$ cat config.mk
export PLATFORM = sky130hd
export DESIGN_NAME = beat_repeat_trigger_timer_flat
export DESIGN_NICKNAME = d
export VERILOG_FILES = /design/src/sv/brt_pkg.sv /design/src/sv/brt_in_if.sv /design/src/sv/brt_out_if.sv /design/src/sv/brt_div.sv /design/src/sv/brt_ctrl.sv /design/src/sv/brt_datapath.sv /design/src/sv/beat_repeat_trigger_timer.sv /design/src/flat_wrapper.sv
export SDC_FILE = /design/constraint.sdc
export NUM_CORES = 2
export LEC_CHECK = 0
export BUFFER_PORTS_ARGS = -buffer_cell sky130_fd_sc_hd__buf_2
export CORE_ASPECT_RATIO = 1.5
export CORE_UTILIZATION = 45
export DETAILED_ROUTE_END_ITERATION = 6
export GPL_TIMING_DRIVEN = 0
export PLACE_DENSITY = 0.72
export SLEW_MARGIN = 15
export SYNTH_ARGS = -nofsm -noshare
export SYNTH_HDL_FRONTEND = slang
export SYNTH_HIERARCHICAL = 1
export SYNTH_SLANG_ARGS = --single-unit
$ cat constraint.sdc
create_clock -name clk_i -period 7.6 [get_ports clk_i]
set_clock_uncertainty 0.05 [all_clocks]
set_input_delay 0 -clock clk_i [delete_from_list [all_inputs] [get_ports clk_i]]
set_output_delay 0 -clock clk_i [all_outputs]
set_load 0.01 [all_outputs]
$ cat src/sv/brt_pkg.sv
// Shared types and constants of the beat repeat trigger timer.
`default_nettype none

package brt_pkg;

  localparam int unsigned CFG_W = 15;
  localparam int unsigned DEN_W = 2 * CFG_W;
  localparam int unsigned SAMPLE_W = 16;

  // Seconds per minute times the beat scaling factor.
  localparam int unsigned TICK_FACTOR = 240;

  localparam logic [1:0] REG_TEMPO    = 2'd0;
  localparam logic [1:0] REG_BEATS    = 2'd1;
  localparam logic [1:0] REG_DIVISION = 2'd2;
  localparam logic [1:0] REG_REPEAT   = 2'd3;

  localparam logic [CFG_W-1:0] TEMPO_RST    = 15'd120;
  localparam logic [CFG_W-1:0] BEATS_RST    = 15'd1;
  localparam logic [CFG_W-1:0] DIVISION_RST = 15'd4;
  localparam logic [CFG_W-1:0] REPEAT_RST   = 15'd0;

  localparam logic signed [SAMPLE_W-1:0] LEVEL_POS  = 16'sd32767;
  localparam logic signed [SAMPLE_W-1:0] LEVEL_NEG  = -16'sd32767;
  localparam logic signed [SAMPLE_W-1:0] LEVEL_ZERO = 16'sd0;

  localparam int unsigned TARGET_RST = 187;

  typedef enum logic [2:0] {
    ST_IDLE,
    ST_EVAL,
    ST_MUL,
    ST_DSTART,
    ST_DIV,
    ST_STEP
  } state_e;

  typedef enum logic [1:0] {
    SGN_ZERO = 2'b00,
    SGN_POS  = 2'b01,
    SGN_NEG  = 2'b11
  } sign_e;

  typedef struct packed {
    logic [CFG_W-1:0] tempo;
    logic [CFG_W-1:0] beats;
    logic [CFG_W-1:0] division;
    logic [CFG_W-1:0] repeats;
  } cfg_t;

  typedef struct packed {
    logic load;
    logic mul;
    logic div_start;
    logic step;
  } cmd_t;

  typedef struct packed {
    logic in_valid;
    logic is_event;
    logic div_busy;
    logic out_free;
  } stat_t;

endpackage

`default_nettype wire

$ cat src/sv/brt_in_if.sv
// Request channel carrying one trigger sample.
`default_nettype none

interface brt_in_if;
  import brt_pkg::*;

  logic                       valid;
  logic                       ready;
  logic signed [SAMPLE_W-1:0] trig_sample;
  logic                       block_start;

  modport source (output valid, output trig_sample, output block_start, input ready);
  modport sink (input valid, input trig_sample, input block_start, output ready);
endinterface

`default_nettype wire

$ cat src/sv/brt_out_if.sv
// Result channel carrying the output trigger level.
`default_nettype none

interface brt_out_if;
  import brt_pkg::*;

  logic                       valid;
  logic                       ready;
  logic signed [SAMPLE_W-1:0] trigger_out;
  logic                       fired;

  modport source (output valid, output trigger_out, output fired, input ready);
  modport sink (input valid, input trigger_out, input fired, output ready);
endinterface

`default_nettype wire

$ cat src/sv/brt_div.sv
// Bit-serial restoring divider, one quotient bit per cycle.
`default_nettype none

module brt_div #(
  parameter int unsigned NUM_W = 34,
  parameter int unsigned DIV_W = 30
) (
  input  wire logic             clk_i,
  input  wire logic             rst_ni,
  input  wire logic             start_i,
  input  wire logic [NUM_W-1:0] num_i,
  input  wire logic [DIV_W-1:0] den_i,
  output logic                  busy_o,
  output logic [NUM_W-1:0]      quo_o
);
  localparam int unsigned CNT_W = $clog2(NUM_W + 1);

  logic [NUM_W-1:0] quo_q, quo_d;
  logic [DIV_W-1:0] rem_q, rem_d;
  logic [CNT_W-1:0] cnt_q, cnt_d;
  logic             busy_q, busy_d;
  logic [DIV_W:0]   shifted;
  logic [DIV_W:0]   diff;
  logic             ge;

  always_comb begin
    shifted = {rem_q, quo_q[NUM_W-1]};
    diff    = shifted - {1'b0, den_i};
    ge      = shifted >= {1'b0, den_i};
    quo_d   = quo_q;
    rem_d   = rem_q;
    cnt_d   = cnt_q;
    busy_d  = busy_q;
    if (start_i) begin
      quo_d  = num_i;
      rem_d  = '0;
      cnt_d  = CNT_W'(NUM_W);
      busy_d = 1'b1;
    end else if (busy_q) begin
      quo_d  = {quo_q[NUM_W-2:0], ge};
      rem_d  = ge ? diff[DIV_W-1:0] : shifted[DIV_W-1:0];
      cnt_d  = cnt_q - CNT_W'(1);
      busy_d = (cnt_q != CNT_W'(1));
    end
  end

  always_ff @(posedge clk_i or negedge rst_ni) begin
    if (!rst_ni) begin
      cnt_q  <= '0;
      busy_q <= 1'b0;
    end else begin
      cnt_q  <= cnt_d;
      busy_q <= busy_d;
    end
  end

  always_ff @(posedge clk_i) begin
    quo_q <= quo_d;
    rem_q <= rem_d;
  end

  assign busy_o = busy_q;
  assign quo_o  = quo_q;
endmodule

`default_nettype wire

$ cat src/sv/brt_ctrl.sv
// Sequencing state machine of the beat repeat trigger timer.
`default_nettype none

module brt_ctrl (
  input  wire logic           clk_i,
  input  wire logic           rst_ni,
  input  wire brt_pkg::stat_t stat_i,
  output brt_pkg::cmd_t       cmd_o,
  output logic                in_ready_o
);
  import brt_pkg::*;

  state_e state_q, state_d;

  always_comb begin
    state_d = state_q;
    unique case (state_q)
      ST_IDLE:   if (stat_i.in_valid) state_d = ST_EVAL;
      ST_EVAL:   state_d = stat_i.is_event ? ST_MUL : ST_STEP;
      ST_MUL:    state_d = ST_DSTART;
      ST_DSTART: state_d = ST_DIV;
      ST_DIV:    if (!stat_i.div_busy) state_d = ST_STEP;
      ST_STEP:   if (stat_i.out_free) state_d = ST_IDLE;
      default:   state_d = ST_IDLE;
    endcase
  end

  always_comb begin
    cmd_o      = '0;
    in_ready_o = 1'b0;
    unique case (state_q)
      ST_IDLE: begin
        in_ready_o = 1'b1;
        cmd_o.load = stat_i.in_valid;
      end
      ST_MUL:    cmd_o.mul = 1'b1;
      ST_DSTART: cmd_o.div_start = 1'b1;
      ST_STEP:   cmd_o.step = stat_i.out_free;
      default: begin
      end
    endcase
  end

  always_ff @(posedge clk_i or negedge rst_ni) begin
    if (!rst_ni) begin
      state_q <= ST_IDLE;
    end else begin
      state_q <= state_d;
    end
  end
endmodule

`default_nettype wire

$ cat src/sv/brt_datapath.sv
// Event detection, target computation, tick counting and output register.
`default_nettype none

module brt_datapath #(
  parameter int unsigned TICK_SHIFT  = 5,
  parameter int unsigned SAMPLE_RATE = 48000,
  parameter int unsigned COUNT_WIDTH = 34
) (
  input  wire logic                              clk_i,
  input  wire logic                              rst_ni,
  input  wire brt_pkg::cmd_t                     cmd_i,
  input  wire brt_pkg::cfg_t                     cfg_i,
  input  wire logic                              in_valid_i,
  input  wire logic signed [brt_pkg::SAMPLE_W-1:0] in_trigger_i,
  input  wire logic                              in_block_start_i,
  input  wire logic                              out_ready_i,
  output brt_pkg::stat_t                         stat_o,
  output logic                                   out_valid_o,
  output logic signed [brt_pkg::SAMPLE_W-1:0]    out_trigger_o,
  output logic                                   out_fired_o
);
  import brt_pkg::*;

  localparam int unsigned TICK_BASE = (SAMPLE_RATE >> TICK_SHIFT) * TICK_FACTOR;
  localparam int unsigned K_W       = $clog2(TICK_BASE + 1);
  localparam int unsigned NUM_W     = K_W + CFG_W;
  localparam int unsigned MAX_W     = (NUM_W > COUNT_WIDTH) ? NUM_W : COUNT_WIDTH;
  localparam int unsigned PH_W      = (TICK_SHIFT > 0) ? TICK_SHIFT : 1;

  localparam logic [K_W-1:0]   TICK_K      = K_W'(TICK_BASE);
  localparam logic [MAX_W-1:0] COUNT_MAX_X = MAX_W'({COUNT_WIDTH{1'b1}});
  localparam logic [PH_W-1:0]  PHASE_MASK  = PH_W'((1 << TICK_SHIFT) - 1);

  logic signed [SAMPLE_W-1:0] trig_q;
  logic                       bstart_q;
  logic [NUM_W-1:0]           num_q;
  logic [DEN_W-1:0]           den_q;
  logic                       den_zero_q;
  logic [NUM_W-1:0]           quo;
  logic                       div_busy;

  sign_e                      sgn_prev_q, cur_sign;
  sign_e                      out_sign_q, out_sign_d;
  logic [PH_W-1:0]            phase_q, phase_d, phase_cur;
  logic [COUNT_WIDTH-1:0]     count_q, count_d, count_base;
  logic [COUNT_WIDTH-1:0]     target_q, target_base, target_new;
  logic [CFG_W-1:0]           done_q, done_d, done_base;
  logic [CFG_W-1:0]           latched_q, latched_base;
  logic [MAX_W-1:0]           quo_x;
  logic                       is_event;
  logic                       fire;
  logic signed [SAMPLE_W-1:0] level;

  logic                       out_valid_q;
  logic signed [SAMPLE_W-1:0] out_trigger_q;
  logic                       out_fired_q;

  brt_div #(
    .NUM_W (NUM_W),
    .DIV_W (DEN_W)
  ) u_div (
    .clk_i   (clk_i),
    .rst_ni  (rst_ni),
    .start_i (cmd_i.div_start),
    .num_i   (num_q),
    .den_i   (den_q),
    .busy_o  (div_busy),
    .quo_o   (quo)
  );

  always_comb begin
    if (trig_q == '0) begin
      cur_sign = SGN_ZERO;
    end else if (trig_q[SAMPLE_W-1]) begin
      cur_sign = SGN_NEG;
    end else begin
      cur_sign = SGN_POS;
    end
    is_event = (cur_sign != SGN_ZERO) && (cur_sign != sgn_prev_q);
  end

  always_comb begin
    quo_x      = MAX_W'(quo);
    target_new = (den_zero_q || (quo_x > COUNT_MAX_X)) ? '1 : quo_x[COUNT_WIDTH-1:0];
  end

  // An event restarts the counters before the tick of the same sample is taken.
  always_comb begin
    count_base   = is_event ? '0 : count_q;
    target_base  = is_event ? target_new : target_q;
    done_base    = is_event ? '0 : done_q;
    latched_base = is_event ? cfg_i.repeats : latched_q;
    phase_cur    = bstart_q ? '0 : phase_q;
    count_d      = count_base;
    done_d       = done_base;
    fire         = 1'b0;
    if (phase_cur == '0) begin
      if (count_base >= target_base) begin
        if (latched_base == '0) begin
          count_d = '0;
          fire    = 1'b1;
        end else if (done_base < latched_base) begin
          done_d = done_base + CFG_W'(1);
          if (done_d != latched_base) count_d = '0;
          fire = 1'b1;
        end
      end else begin
        count_d = count_base + COUNT_WIDTH'(1);
      end
    end
    phase_d = (phase_cur + PH_W'(1)) & PHASE_MASK;
    if (fire) begin
      out_sign_d = (out_sign_q == SGN_POS) ? SGN_NEG : SGN_POS;
    end else begin
      out_sign_d = out_sign_q;
    end
    case (out_sign_d)
      SGN_POS: level = LEVEL_POS;
      SGN_NEG: level = LEVEL_NEG;
      default: level = LEVEL_ZERO;
    endcase
  end

  always_ff @(posedge clk_i) begin
    if (cmd_i.load) begin
      trig_q   <= in_trigger_i;
      bstart_q <= in_block_start_i;
    end
    if (cmd_i.mul) begin
      num_q      <= TICK_K * cfg_i.beats;
      den_q      <= cfg_i.tempo * cfg_i.division;
      den_zero_q <= (cfg_i.tempo == '0) || (cfg_i.division == '0);
    end
    if (cmd_i.step) begin
      out_trigger_q <= level;
      out_fired_q   <= fire;
    end
  end

  always_ff @(posedge clk_i or negedge rst_ni) begin
    if (!rst_ni) begin
      sgn_prev_q  <= SGN_ZERO;
      out_sign_q  <= SGN_ZERO;
      phase_q     <= '0;
      count_q     <= '0;
      target_q    <= COUNT_WIDTH'(TARGET_RST);
      done_q      <= '0;
      latched_q   <= '0;
      out_valid_q <= 1'b0;
    end else begin
      if (cmd_i.step) begin
        sgn_prev_q <= cur_sign;
        out_sign_q <= out_sign_d;
        phase_q    <= phase_d;
        count_q    <= count_d;
        target_q   <= target_base;
        done_q     <= done_d;
        latched_q  <= latched_base;
      end
      if (cmd_i.step) begin
        out_valid_q <= 1'b1;
      end else if (out_ready_i) begin
        out_valid_q <= 1'b0;
      end
    end
  end

  assign stat_o.in_valid = in_valid_i;
  assign stat_o.is_event = is_event;
  assign stat_o.div_busy = div_busy;
  assign stat_o.out_free = !out_valid_q || out_ready_i;

  assign out_valid_o   = out_valid_q;
  assign out_trigger_o = out_trigger_q;
  assign out_fired_o   = out_fired_q;
endmodule

`default_nettype wire

$ cat src/sv/beat_repeat_trigger_timer.sv
// Top level of the beat repeat trigger timer: register port, controller and datapath.
`default_nettype none

// One trigger sample is taken per request and gives one result. A sample
// without a trigger event goes from acceptance through evaluation to the
// result step, which waits for a free output register. A sample with a
// trigger event computes a new firing interval through a bit-serial divider
// that produces one quotient bit per cycle, NUM_W bits in all, where NUM_W =
// clog2((SAMPLE_RATE >> TICK_SHIFT) * 240 + 1) + 15, 34 at the defaults.
// Only one sample is in work at a time; the next request is taken as soon as
// the previous result sits in the output register, even while that result is
// still waiting to be taken. Registers are written through the APB port at
// byte addresses 0, 4, 8 and 12 (tempo, beat count, beat division, repeat
// limit) and are sampled only when a trigger event is processed.
module beat_repeat_trigger_timer #(
  parameter int unsigned TICK_SHIFT  = 5,
  parameter int unsigned SAMPLE_RATE = 48000,
  parameter int unsigned COUNT_WIDTH = 34
) (
  input  wire logic        clk_i,
  input  wire logic        rst_ni,
  brt_in_if.sink           in_i,
  brt_out_if.source        out_o,
  input  wire logic        psel,
  input  wire logic        penable,
  input  wire logic        pwrite,
  input  wire logic [3:0]  paddr,
  input  wire logic [31:0] pwdata,
  output logic [31:0]      prdata,
  output logic             pready
);
  import brt_pkg::*;

  cfg_t  cfg_q;
  cmd_t  cmd;
  stat_t stat;
  logic  in_ready;
  logic  wr_en;
  logic [1:0] reg_idx;

  assign reg_idx = paddr[3:2];
  assign wr_en   = psel && penable && pwrite;
  assign pready  = 1'b1;

  always_ff @(posedge clk_i or negedge rst_ni) begin
    if (!rst_ni) begin
      cfg_q.tempo    <= TEMPO_RST;
      cfg_q.beats    <= BEATS_RST;
      cfg_q.division <= DIVISION_RST;
      cfg_q.repeats  <= REPEAT_RST;
    end else if (wr_en) begin
      unique case (reg_idx)
        REG_TEMPO:    cfg_q.tempo    <= pwdata[CFG_W-1:0];
        REG_BEATS:    cfg_q.beats    <= pwdata[CFG_W-1:0];
        REG_DIVISION: cfg_q.division <= pwdata[CFG_W-1:0];
        REG_REPEAT:   cfg_q.repeats  <= pwdata[CFG_W-1:0];
        default: begin
        end
      endcase
    end
  end

  always_comb begin
    unique case (reg_idx)
      REG_TEMPO:    prdata = 32'(cfg_q.tempo);
      REG_BEATS:    prdata = 32'(cfg_q.beats);
      REG_DIVISION: prdata = 32'(cfg_q.division);
      REG_REPEAT:   prdata = 32'(cfg_q.repeats);
      default:      prdata = '0;
    endcase
  end

  brt_ctrl u_ctrl (
    .clk_i      (clk_i),
    .rst_ni     (rst_ni),
    .stat_i     (stat),
    .cmd_o      (cmd),
    .in_ready_o (in_ready)
  );

  brt_datapath #(
    .TICK_SHIFT  (TICK_SHIFT),
    .SAMPLE_RATE (SAMPLE_RATE),
    .COUNT_WIDTH (COUNT_WIDTH)
  ) u_datapath (
    .clk_i            (clk_i),
    .rst_ni           (rst_ni),
    .cmd_i            (cmd),
    .cfg_i            (cfg_q),
    .in_valid_i       (in_i.valid),
    .in_trigger_i     (in_i.trig_sample),
    .in_block_start_i (in_i.block_start),
    .out_ready_i      (out_o.ready),
    .stat_o           (stat),
    .out_valid_o      (out_o.valid),
    .out_trigger_o    (out_o.trigger_out),
    .out_fired_o      (out_o.fired)
  );

  assign in_i.ready = in_ready;
endmodule

`default_nettype wire

$ cat src/flat_wrapper.sv
// flat-port wrapper written by rule: the top's interface ports become plain ports
module beat_repeat_trigger_timer_flat import brt_pkg::*;
#(
  parameter int unsigned TICK_SHIFT  = 5,
  parameter int unsigned SAMPLE_RATE = 48000,
  parameter int unsigned COUNT_WIDTH = 34
)
  (clk_i, rst_ni, psel, penable, pwrite, paddr, pwdata, prdata, pready, in_i_valid, in_i_trig_sample, in_i_block_start, in_i_ready, out_o_valid, out_o_trigger_out, out_o_fired, out_o_ready);
  brt_in_if in_i_i ();
  brt_out_if out_o_i ();
  input  wire logic clk_i;
  input  wire logic rst_ni;
  input  wire logic psel;
  input  wire logic penable;
  input  wire logic pwrite;
  input  wire logic [3:0] paddr;
  input  wire logic [31:0] pwdata;
  output logic [31:0] prdata;
  output logic pready;
  input wire logic [$bits(in_i_i.valid)-1:0] in_i_valid;
  input wire logic [$bits(in_i_i.trig_sample)-1:0] in_i_trig_sample;
  input wire logic [$bits(in_i_i.block_start)-1:0] in_i_block_start;
  output wire logic [$bits(in_i_i.ready)-1:0] in_i_ready;
  output wire logic [$bits(out_o_i.valid)-1:0] out_o_valid;
  output wire logic [$bits(out_o_i.trigger_out)-1:0] out_o_trigger_out;
  output wire logic [$bits(out_o_i.fired)-1:0] out_o_fired;
  input wire logic [$bits(out_o_i.ready)-1:0] out_o_ready;
  assign in_i_i.valid = in_i_valid;
  assign in_i_i.trig_sample = in_i_trig_sample;
  assign in_i_i.block_start = in_i_block_start;
  assign in_i_ready = in_i_i.ready;
  assign out_o_valid = out_o_i.valid;
  assign out_o_trigger_out = out_o_i.trigger_out;
  assign out_o_fired = out_o_i.fired;
  assign out_o_i.ready = out_o_ready;
  beat_repeat_trigger_timer #(.TICK_SHIFT(TICK_SHIFT), .SAMPLE_RATE(SAMPLE_RATE), .COUNT_WIDTH(COUNT_WIDTH)) u_core (.clk_i(clk_i), .rst_ni(rst_ni), .in_i(in_i_i), .out_o(out_o_i), .psel(psel), .penable(penable), .pwrite(pwrite), .paddr(paddr), .pwdata(pwdata), .prdata(prdata), .pready(pready));
endmodule
==> results.yml <==
clocking:
  insertion_delay_ns: 0.56
  clock_path_buffers: 3
  numCtsBuffers: 35
  post_cts_buffers: 0
  cts_sinks: 322
  htreeDepth: 2
  clk_root_buffer_cell: "clkbuf_16"
  path_clk_slew_ns: 0.06
  cts_tree: "yes"
timing:
  finalHoldViolCount: 1
  finalSetupTns_ns: 0
  finalMaxSlewViolations: 0
  finalCritPeriodShare_pct: 95.3
  setup_viol: 0
  relSlewSlack_pct: 30.7
  fmax_mhz: 138
  whs_ns: -0.00543
  fin_crit_ns: 7.24
  worst_pin_slew_ns: 1.03
  rsz0062_at_grt: "no"
worst_setup_path:
  crit_type: "reg2reg"
  cp_max_fo: 10
  cp-endpoint: "u_core/u_datapath/count_q[6]"
  critPathLaunch: "u_core/u_datapath/trig_q[15]"
  r2r_start: "u_core/u_datapath/trig_q[15]"
  endpoint_kind: "flip-flop"
  ff2ff_path_depth: 21
  worstSetupStartpointType: "flip-flop"
  critical_path_required_ns: 8.01
  r2r-end: "u_core/u_datapath/count_q[6]"
  r2r_slack_ns: 0.36
  critical_path_arrival_ns: 7.65
placed_design:
  dpl_cell_area_mm2: 0.0312
  gp_congestion: 0.913
  io_buffers: 71
  placed_cells: 3989
  hpwl_um: 60500
run_status:
  violations: "negative hold slack"
  status: "finished with violations"
floorplan:
  dieArea_mm2: 0.0669
  coreArea_mm2: 0.0648
  die_width_um: 212
  io_pins: 112
  rows: 114
  start_util_pct: 45.8
  die_h_um: 316
grt:
  grt_util_all_layers_pct: 23.5
  grt_antenna_before_repair: 4
  grt_pass1_vias: 23535
  use_met2_pct: 43.3
  overflow: 0
  met1_usage_pct: 24.7
  grt_start_max_net_pins: 92
  use_met3_pct: 2.63
  gr-max-usage-layer: "met2"
  grt_pass1_wl_um: 123000
finish:
  design_area_mm2: 0.0328
  syn_to_final_growth_pct: 10.7
  stdcell_count: 4088
  nets: 3781
  drive_gt1_share_pct: 11.8
detailed_routing:
  drt_iter0_drc: 1313
  drc: 0
  ant_nets: 0
  wl_um: 76800
  avgRoutedWirePerCell_um: 18.8
  avgViaCountPerCell: 5.53
  firstDrtPassIters: 7
  num_vias: 22588
synth:
  synth-edff-count: 114
  synth.avg_cell_area_um2: 9.81
  synth_flop_cell: "dfrtp_1"
  async_reset_ff_share_pct: 55.3
  synthCells: 3020
  ys_seq_area_share_pct: 28.7
  netlist_area_mm2: 0.0296
  ys_warn_count: 6
  ys_ff_latch: 322
  synth_cell_types: 102
min_path:
  hold_path.class: "in2async"
run:
  cap_violations: 0
[metrics by stage]
| stage | setup WS, ns | utilization [%] | hold slack, ns |
|---|---|---|---|
| after detailed placement | -0.239 | 48.2 | 0.0314 |
| after CTS | 0.00561 | 50.6 | 0.0117 |
| after global routing | 0.0206 | 50.7 | 0.0419 |
| final | 0.359 | 50.7 | -0.00543 |
| after floorplan | 1.06 | - | -0.346 |
| after global placement | -0.248 | 48.1 | 0.127 |
[cell type report]
cell class	instances	area, µm²
Clock inverter	17	201
Antenna cell	1	2.50
Buffer	144	777
Clock buffer	47	941
Multi-Input combinational cell	2184	19000
Inverter	388	1460
Tap cell	870	1090
Timing Repair Buffer	115	808
Fill cell	5956	32000
Sequential cell	322	8490
[routing by layer]
metal	vias up	routed length [µm]
met2	705	40300
met5	-	46
met3	266	3140
met4	8	5770
li1	10528	-
met1	11081	27500
[cell usage after synthesis, drive strengths merged, types with 81 or more instances]
library cell | instances | area, µm²
a21oi | 132 | 687
and2 | 183 | 1150
clkbuf | 81 | 304
dfrtp | 166 | 4150
edfxtp | 114 | 3420
fa | 254 | 5080
ha | 277 | 3470
inv | 388 | 1460
mux2 | 101 | 1170
nand2 | 280 | 1050
nor2 | 200 | 758
o21ai | 121 | 606
[what timing repair did]
item | in CTS | in global routing
pin swaps | 0 | 1
setup endpoints to repair | 27 | 55
hold endpoints to repair | 171 | 0
resized for setup | 3 | 19
hold buffers | 37 | 0
[critical path: stages, from the launching register on]
cell and delay [ns]:
edfxtp_1 0.48, nor4_2 0.51, nand4_1 0.25, nand2_1 0.14, buf_2 0.30, clkbuf_1 0.45, clkbuf_1 0.51, clkbuf_2 0.41
buf_1 0.47, a21oi_1 0.28, ha_1 0.39, nand4_1 0.16, nor4_1 0.31, nand3_1 0.26, a211oi_2 0.44, nor3_4 0.15
nor2_1 0.25, o311ai_0 0.29, a41oi_2 0.53, buf_4 0.28, o21ai_0 0.10, o31ai_1 0.08
[worst min path at each step]
stage                         from                             end  slack, ns  cells past startpoint
2_1_floorplan               rst_ni                 u_core/cfg_q[0]      -0.35                      0
3_3_place_gp   in_i_trig_sample[0]     u_core/u_datapath/trig_q[0]       0.13                      1
3_5_place_dp                rst_ni        u_core/u_ctrl/state_q[2]       0.03                      1
4_1_cts                     pwrite                u_core/cfg_q[16]       0.01                      4
5_1_grt                   paddr[3]                u_core/cfg_q[30]       0.04                      4
6_report                    rst_ni  u_core/u_datapath/target_q[31]     -0.005                      2
[cell usage in the layout (no fill, tap or decap), types with 27 or more instances in the layout]
cell type      synthesis  routed
a21o_1                51      51
a21oi_1              127     127
a31oi_1               27      27
and2_1               182     182
buf_2                 14      84
buf_4                 39      45
clkbuf_1              81      82
clkbuf_16              0      35
dfrtp_1              166     166
dfxtp_1               30      30
dlygate4sd3_1          0      37
edfxtp_1             114     114
fa_1                 254     254
ha_1                 277     277
inv_1                385     385
mux2_2                90      90
nand2_1              279     279
nand3_1               49      49
nand4_1               32      32
nor2_1               199     198
nor3_1                31      31
o21ai_0              105     105
xnor2_1               66      65
[cell families (layout without fill, tap and decap cells)]
kind of cell,after synthesis,after routing,synth area share (%)
AO/OA/AOI/OAI,497,497,11.3
XOR/XNOR,90,90,2.66
adder cells (fa/ha/maj),531,531,28.9
buffers and inverters,535,711,7.54
flip-flops,322,322,28.7
multiplexers,133,133,5.72
other,3,25,0.0380
AND/OR/NAND/NOR,909,909,15.2
[state kept, by name, indices dropped and copies added (netlist names)]
signal                           flops
u_core/u_datapath/out_valid_o        1
u_core/u_datapath/u_div/rem_q       30
u_core/u_ctrl/state_q                3
u_core/u_datapath/u_div/cnt_q        6
u_core/cfg_q                        60
u_core/u_datapath/sgn_prev_q         2
u_core/u_datapath/out_sign_q         2
u_core/u_datapath/done_q            15
u_core/u_datapath/out_fired_o        1
u_core/u_datapath/phase_q            5
u_core/u_datapath/den_q             30
u_core/u_datapath/num_q             28
u_core/u_datapath/target_q          34
u_core/u_datapath/u_div/busy_o       1
u_core/u_datapath/trig_q            16
u_core/u_datapath/out_trigger_o      3
u_core/u_datapath/den_zero_q         1
u_core/u_datapath/u_div/quo_o       34
u_core/u_datapath/latched_q         15
u_core/u_datapath/bstart_q           1
u_core/u_datapath/count_q           34
Power is not shown: default switching activity piles up to over one toggle a cycle in this logic, so the estimate is an artifact.
